==> src/hw/rtl/tpa_pkg.sv <==
package tpa_pkg;

   localparam int unsigned IndexWidth = 32;

   localparam logic [1:0] MODE_LIST  = 2'd0;
   localparam logic [1:0] MODE_STRIP = 2'd1;
   localparam logic [1:0] MODE_FAN   = 2'd2;

   localparam logic CSR_PRIMITIVE_MODE = 1'b0;
   localparam logic CSR_VERTEX_COUNT   = 1'b1;

   typedef struct packed {
      logic [IndexWidth-1:0] corner_a;
      logic [IndexWidth-1:0] corner_b;
      logic [IndexWidth-1:0] corner_c;
      logic                  index_error;
   } result_type;

endpackage

==> src/hw/rtl/tpa_core.sv <==
module tpa_core (
   input  logic                           clock,
   input  logic                           reset,
   input  logic                           advance,
   input  logic [tpa_pkg::IndexWidth-1:0] vertex_index,
   input  logic                           starts_primitive,
   input  logic [1:0]                     primitive_mode,
   input  logic [tpa_pkg::IndexWidth-1:0] vertex_count,
   output logic                           emit_valid,
   output tpa_pkg::result_type            emit_result
);
   import tpa_pkg::*;

   logic [1:0]            seen_count_ff, seen_count_in;
   logic [1:0]            list_phase_ff, list_phase_in;
   logic                  odd_position_ff, odd_position_in;
   logic                  halted_ff, halted_in;
   logic [IndexWidth-1:0] fan_center_ff, fan_center_in;
   logic [IndexWidth-1:0] older_index_ff, older_index_in;
   logic [IndexWidth-1:0] newer_index_ff, newer_index_in;

   always_comb begin
      seen_count_in   = starts_primitive ? 2'd0 : seen_count_ff;
      list_phase_in   = starts_primitive ? 2'd0 : list_phase_ff;
      odd_position_in = starts_primitive ? 1'b0 : odd_position_ff;
      halted_in       = starts_primitive ? 1'b0 : halted_ff;
      fan_center_in   = fan_center_ff;
      older_index_in  = older_index_ff;
      newer_index_in  = newer_index_ff;
      emit_valid      = 1'b0;
      emit_result     = '0;
      if (!halted_in) begin
         if (vertex_index >= vertex_count) begin
            halted_in               = 1'b1;
            emit_valid              = 1'b1;
            emit_result.index_error = 1'b1;
         end else begin
            case (primitive_mode)
               MODE_LIST: begin
                  case (list_phase_in)
                     2'd0: begin
                        older_index_in = vertex_index;
                        list_phase_in  = 2'd1;
                     end
                     2'd1: begin
                        newer_index_in = vertex_index;
                        list_phase_in  = 2'd2;
                     end
                     default: begin
                        emit_valid           = 1'b1;
                        emit_result.corner_a = older_index_ff;
                        emit_result.corner_b = newer_index_ff;
                        emit_result.corner_c = vertex_index;
                        list_phase_in        = 2'd0;
                     end
                  endcase
               end
               MODE_STRIP: begin
                  if (seen_count_in >= 2'd2) begin
                     emit_valid           = 1'b1;
                     emit_result.corner_a = odd_position_in ? newer_index_ff : older_index_ff;
                     emit_result.corner_b = odd_position_in ? older_index_ff : newer_index_ff;
                     emit_result.corner_c = vertex_index;
                  end else begin
                     seen_count_in = seen_count_in + 2'd1;
                  end
                  older_index_in  = newer_index_ff;
                  newer_index_in  = vertex_index;
                  odd_position_in = ~odd_position_in;
               end
               MODE_FAN: begin
                  case (seen_count_in)
                     2'd0: begin
                        fan_center_in = vertex_index;
                        seen_count_in = 2'd1;
                     end
                     2'd1: begin
                        newer_index_in = vertex_index;
                        seen_count_in  = 2'd2;
                     end
                     default: begin
                        emit_valid           = 1'b1;
                        emit_result.corner_a = fan_center_ff;
                        emit_result.corner_b = newer_index_ff;
                        emit_result.corner_c = vertex_index;
                        newer_index_in       = vertex_index;
                     end
                  endcase
               end
               default: begin
               end
            endcase
         end
      end
   end

   always_ff @(posedge clock) begin
      if (reset) begin
         seen_count_ff   <= 2'd0;
         list_phase_ff   <= 2'd0;
         odd_position_ff <= 1'b0;
         halted_ff       <= 1'b0;
         fan_center_ff   <= '0;
         older_index_ff  <= '0;
         newer_index_ff  <= '0;
      end else if (advance) begin
         seen_count_ff   <= seen_count_in;
         list_phase_ff   <= list_phase_in;
         odd_position_ff <= odd_position_in;
         halted_ff       <= halted_in;
         fan_center_ff   <= fan_center_in;
         older_index_ff  <= older_index_in;
         newer_index_ff  <= newer_index_in;
      end
   end

endmodule

==> src/hw/rtl/tpa_rsp_stage.sv <==
module tpa_rsp_stage (
   input  logic                           clock,
   input  logic                           reset,
   input  logic                           load,
   input  logic                           emit_valid,
   input  tpa_pkg::result_type            emit_result,
   output logic                           slot_free,
   output logic                           rsp_valid,
   input  logic                           rsp_stall,
   output logic [tpa_pkg::IndexWidth-1:0] rsp_corner_a,
   output logic [tpa_pkg::IndexWidth-1:0] rsp_corner_b,
   output logic [tpa_pkg::IndexWidth-1:0] rsp_corner_c,
   output logic                           rsp_index_error
);
   import tpa_pkg::*;

   logic       valid_ff, valid_in;
   result_type result_ff;

   assign slot_free = !valid_ff || !rsp_stall;

   always_comb begin
      if (load) begin
         valid_in = emit_valid;
      end else if (!rsp_stall) begin
         valid_in = 1'b0;
      end else begin
         valid_in = valid_ff;
      end
   end

   always_ff @(posedge clock) begin
      if (reset) begin
         valid_ff <= 1'b0;
      end else begin
         valid_ff <= valid_in;
      end
   end

   always_ff @(posedge clock) begin
      if (load && emit_valid) begin
         result_ff <= emit_result;
      end
   end

   assign rsp_valid       = valid_ff;
   assign rsp_corner_a    = result_ff.corner_a;
   assign rsp_corner_b    = result_ff.corner_b;
   assign rsp_corner_c    = result_ff.corner_c;
   assign rsp_index_error = result_ff.index_error;

endmodule

==> src/hw/rtl/triangle_primitive_assembly.sv <==
// Triangle primitive assembly: takes one vertex index per request, flagged at the start of
// each primitive, range-checks it against vertex_count and emits list, strip or fan order as
// separate triangles, or one error result for an out-of-range index, after which indices are
// ignored until the next start. A request is taken every cycle while the result side keeps
// up; each request passes an input register and the combinational assembly logic, and its
// triangle, if any, is then loaded into the result register, from which it can be taken.
// The result register alone decides back-pressure.
// Write primitive_mode and vertex_count only while idle.
module triangle_primitive_assembly (
   input  logic                           clock,
   input  logic                           reset,
   input  logic                           req_valid,
   output logic                           req_stall,
   input  logic [tpa_pkg::IndexWidth-1:0] req_vertex_index,
   input  logic                           req_starts_primitive,
   output logic                           rsp_valid,
   input  logic                           rsp_stall,
   output logic [tpa_pkg::IndexWidth-1:0] rsp_corner_a,
   output logic [tpa_pkg::IndexWidth-1:0] rsp_corner_b,
   output logic [tpa_pkg::IndexWidth-1:0] rsp_corner_c,
   output logic                           rsp_index_error,
   input  logic                           csr_write_enable,
   input  logic                           csr_index,
   input  logic [tpa_pkg::IndexWidth-1:0] csr_write_data
);
   import tpa_pkg::*;

   logic [1:0]            primitive_mode_ff;
   logic [IndexWidth-1:0] vertex_count_ff;
   logic                  in_valid_ff, in_valid_in;
   logic [IndexWidth-1:0] in_index_ff;
   logic                  in_start_ff;
   logic                  slot_free;
   logic                  advance;
   logic                  req_take;
   logic                  emit_valid;
   result_type            emit_result;

   assign advance   = in_valid_ff && slot_free;
   assign req_stall = in_valid_ff && !slot_free;
   assign req_take  = req_valid && !req_stall;

   always_ff @(posedge clock) begin
      if (reset) begin
         primitive_mode_ff <= MODE_LIST;
         vertex_count_ff   <= '0;
      end else if (csr_write_enable) begin
         case (csr_index)
            CSR_PRIMITIVE_MODE: primitive_mode_ff <= csr_write_data[1:0];
            CSR_VERTEX_COUNT:   vertex_count_ff   <= csr_write_data;
            default: begin
            end
         endcase
      end
   end

   always_comb begin
      if (req_take) begin
         in_valid_in = 1'b1;
      end else if (advance) begin
         in_valid_in = 1'b0;
      end else begin
         in_valid_in = in_valid_ff;
      end
   end

   always_ff @(posedge clock) begin
      if (reset) begin
         in_valid_ff <= 1'b0;
      end else begin
         in_valid_ff <= in_valid_in;
      end
   end

   always_ff @(posedge clock) begin
      if (req_take) begin
         in_index_ff <= req_vertex_index;
         in_start_ff <= req_starts_primitive;
      end
   end

   tpa_core u_core (
      .clock            (clock),
      .reset            (reset),
      .advance          (advance),
      .vertex_index     (in_index_ff),
      .starts_primitive (in_start_ff),
      .primitive_mode   (primitive_mode_ff),
      .vertex_count     (vertex_count_ff),
      .emit_valid       (emit_valid),
      .emit_result      (emit_result)
   );

   tpa_rsp_stage u_rsp_stage (
      .clock           (clock),
      .reset           (reset),
      .load            (advance),
      .emit_valid      (emit_valid),
      .emit_result     (emit_result),
      .slot_free       (slot_free),
      .rsp_valid       (rsp_valid),
      .rsp_stall       (rsp_stall),
      .rsp_corner_a    (rsp_corner_a),
      .rsp_corner_b    (rsp_corner_b),
      .rsp_corner_c    (rsp_corner_c),
      .rsp_index_error (rsp_index_error)
   );

endmodule
==> config.mk <==
export PLATFORM = sky130hd
export DESIGN_NAME = triangle_primitive_assembly
export DESIGN_NICKNAME = d
export VERILOG_FILES = /design/src/hw/rtl/tpa_pkg.sv /design/src/hw/rtl/tpa_core.sv /design/src/hw/rtl/tpa_rsp_stage.sv /design/src/hw/rtl/triangle_primitive_assembly.sv
export SDC_FILE = /design/constraint.sdc
export NUM_CORES = 1
export LEC_CHECK = 0
export CAP_MARGIN = 20
export CORE_ASPECT_RATIO = 1.25
export CORE_MARGIN = 2
export CORE_UTILIZATION = 57
export CTS_BUF_LIST = sky130_fd_sc_hd__clkbuf_8 sky130_fd_sc_hd__clkbuf_16
export DETAILED_ROUTE_END_ITERATION = 16
export DONT_BUFFER_PORTS = 1
export HOLD_SLACK_MARGIN = 0.12
export PLACE_DENSITY_LB_ADDON = 0.3
export REMOVE_ABC_BUFFERS = 1
export SYNTH_ARGS = -nofsm -noshare
export SYNTH_HDL_FRONTEND = slang
export SYNTH_SLANG_ARGS = --single-unit
==> constraint.sdc <==
create_clock -name clock -period 10.7 [get_ports clock]
set_input_delay 2.14 -clock clock [delete_from_list [all_inputs] [get_ports clock]]
set_output_delay 2.14 -clock clock [all_outputs]
set_load 0.005 [all_outputs]
==> run metrics <==
# resized after CTS=0; Fmax achieved=about 220 MHz; PortBufs=0; HP Class=reg -> reg; Crit. path cell count=1; global-route wire length before repair=45850 um; total power=between 2 and 2.5 mW; Top Ports=170; Routed met2 length=around 15000 um; met3 wire length=1866 um; post-detail-place hpwl=between 15000 and 20000 um; crit path launch type=input port; clock power share=0.420; dpl cell area=between 10000 and 15000 um2; Post-Place Setup Slack=between 5000 and 6000 ps; ys flop type=dfxtp_1; CTS clock-pin slew for the worst setup and hold paths=around 60 ps; WL/cell=approximately 21 um; total track usage=0.2578; Worst Path Required=~8600 ps; share of layout cells above drive strength 1=0.08464; Core ar.=about 21000 um2; vias in the first global route=roughly 8.4k; CTS H-tree lvls=1; starting density of the core=0.5758; CP max FO=3; root buf cell=clkbuf_16; Syn. warnings=0; Cell variety after synth=between 40 and 50; status=complete, no violations; register share of total power=0.523; kind of critical path=in -> out; Fin. Hold Viols=0; Worst R2R Path Depth=8; Post-synth EDFFs=130; initial antenna violation count=1; GRT Residual Overflow=0; Mean Syn Cell Area=10.63 um2; period utilisation layout=0.4242; Worst Path Buf+Inv=0; vias=approximately 8.4k; CTS Buffer Depth=3; area delta synth->final=9.234%; GP Congestion=a little under 0.9; crit path capture type=output pin; largest cells by area after synthesis=edfxtp_1 32%, dfxtp_1 23%, mux2i_1 7.9%; slowest cell on the critical path=and3_1; met1 WL=~12000 um; TNS Setup=0 ps; WHS=between 400 and 500 ps; Syn Std Cell Area=about 12000 um2; Hold Buf Count CTS=0; vias per cell=around 6; Cell Rows=60; top layer in use=met4; DRC=0; Post-CTS Setup Bufs=0; DRT iter0 DRCs=~700; shortest period the worst path allows=roughly 4500 ps; total CTS buffers=26; Clock Latency Late Sink=530 ps; largest stage delay on the critical path=about 260 ps; part of the power in combinational logic=0.057; Net Sw Power=about 0.50 mW; Cell Pwr Density=around 160 nW/um2; most frequent cells in the layout=149 x nor2_1, 138 x dfxtp_1, 130 x edfxtp_1, 98 x nand2b_1, 97 x mux2i_1; Net Sw Frac=0.2288; fin area=13410 um2; Crit Reg-Reg Endpoint=u_core.older_index_ff[24]; fin worst setup slack=between 6000 and 7000 ps; register area share after synthesis=0.5430; CP Cell Sequence=and3_1; Max Cap Viol=0; commonest non-fill, non-tap cell in the layout=nor2_1; RSZ-0062 raised after global routing=false; CTS tree=done; worst-margin pin slew=1141 ps; flops & latches, synth=268; skew final=around 11 ps; Max VDD drop=approximately 0.00015 V; CP arrival=around 2400 ps; Die Ht=168.1 um; Synth area leader=edfxtp_1; Final nets=between 1k and 1.5k; # setup viols final=0; FF-to-FF Start=in_index_ff[21]; Routed Wire Length=~30000 um; Slew headroom=0.2367; pins over their slew limit=0; Cells after Synth=around 1.2k; share of the synthesized area in the top cell type=0.3180; antenna viol nets, final=0; fraction of registers with async set or reset after synthesis=0; largest net degree at the start of global routing=around 210; Die ar.=~23000 um2; r2r setup slk=around 6500 ps; Crit path max-delay family=simple AND/OR/NAND/NOR gates; design internal power=1.679 mW; critical path launch point=rsp_stall; leak pwr=around 4.4 nW; drt pass-1 iters=5; die width=between 100 and 150 um; CTS Sinks=between 200 and 300; CP endpoint=req_stall
per-layer routing:
metal,up-vias,GRT usage
met5,-,0
met2,296,0.4469
met4,0,0.07880
met3,54,0.04487
met1,4092,0.3298
li1,3984,-
worst min-delay path by stage:
stage                              startpoint             endpoint  slack (ps)  depth (start not counted)
after floorplan           vertex_count_ff[10]  vertex_count_ff[10]         430                          2
after global placement    vertex_count_ff[31]  vertex_count_ff[31]         440                          2
after detailed placement   vertex_count_ff[6]   vertex_count_ff[6]         440                          2
after CTS                  vertex_count_ff[6]   vertex_count_ff[6]         450                          2
after global routing      vertex_count_ff[17]  vertex_count_ff[17]         480                          2
final                     vertex_count_ff[19]  vertex_count_ff[19]         450                          2
cells in the mapped netlist (3+ instances only):
library cell,instances
nor2_1,150
dfxtp_1,138
edfxtp_1,130
nand2b_1,99
mux2i_1,97
nand2_1,84
a22oi_1,66
clkbuf_1,58
a21oi_1,51
inv_1,39
ha_1,36
and2_1,35
nor2b_1,35
a211oi_1,34
mux2_2,21
mux2_1,12
nand4_1,7
o21ai_0,7
buf_1,6
buf_4,6
nand3_1,4
nor3_1,4
buf_6,3
state kept, by name (all words and copies together) (netlist names):
register                     flops
in_index_ff                     32
u_core.fan_center_ff            32
u_core.newer_index_ff           32
u_core.older_index_ff           32
u_rsp_stage.rsp_corner_a        32
u_rsp_stage.rsp_corner_b        32
u_rsp_stage.rsp_corner_c        32
vertex_count_ff                 32
primitive_mode_ff                2
u_core.list_phase_ff             2
u_core.seen_count_ff             2
in_start_ff                      1
in_valid_ff                      1
u_core.halted_ff                 1
u_core.odd_position_ff           1
u_rsp_stage.rsp_index_error      1
u_rsp_stage.rsp_valid            1
layout make-up:
class                   count  area [um2]
clock inverters            19       157.7
fillers                  1758        7910
repair buffers             16       152.6
well taps                 279       349.1
diodes                      2       5.005
multi-input cells         775        5230
clock buffers              29       703.2
inverters                  39       146.4
flip-flops and latches    268        6666
power groups by stage:
stage               clock network, mW  logic, mW  registers (mW)
global route                    0.961      0.137            1.14
finish                          0.915      0.124            1.14
global placement                    0      0.120            1.16
CTS                             0.924      0.124            1.14
floorplan                           0     0.0876            1.16
detailed placement                  0      0.124            1.16
tightest hold or removal path, stage by stage, from the launching register on:
cell and delay (ps):
dfxtp_1 310, nand2_1 50, a21oi_1 50
cell families after synthesis:
family,Yosys count,synth area share
flops,268,0.5430
buf+inv,112,0.03791
compound gates,176,0.09804
fa+ha+maj,36,0.03669
simple gates,433,0.1750
mux,130,0.1094
per-stage QoR:
| stage | utilization | cells |
|---|---|---|
| after floorplan | - | 1082 |
| after global placement | 0.5858 | 1374 |
| after detailed placement | 0.5880 | 1376 |
| after CTS | 0.6284 | 1424 |
| after global routing | 0.6289 | 1426 |
| final | 0.6290 | 1427 |
(Power assumes the default switching activity.)
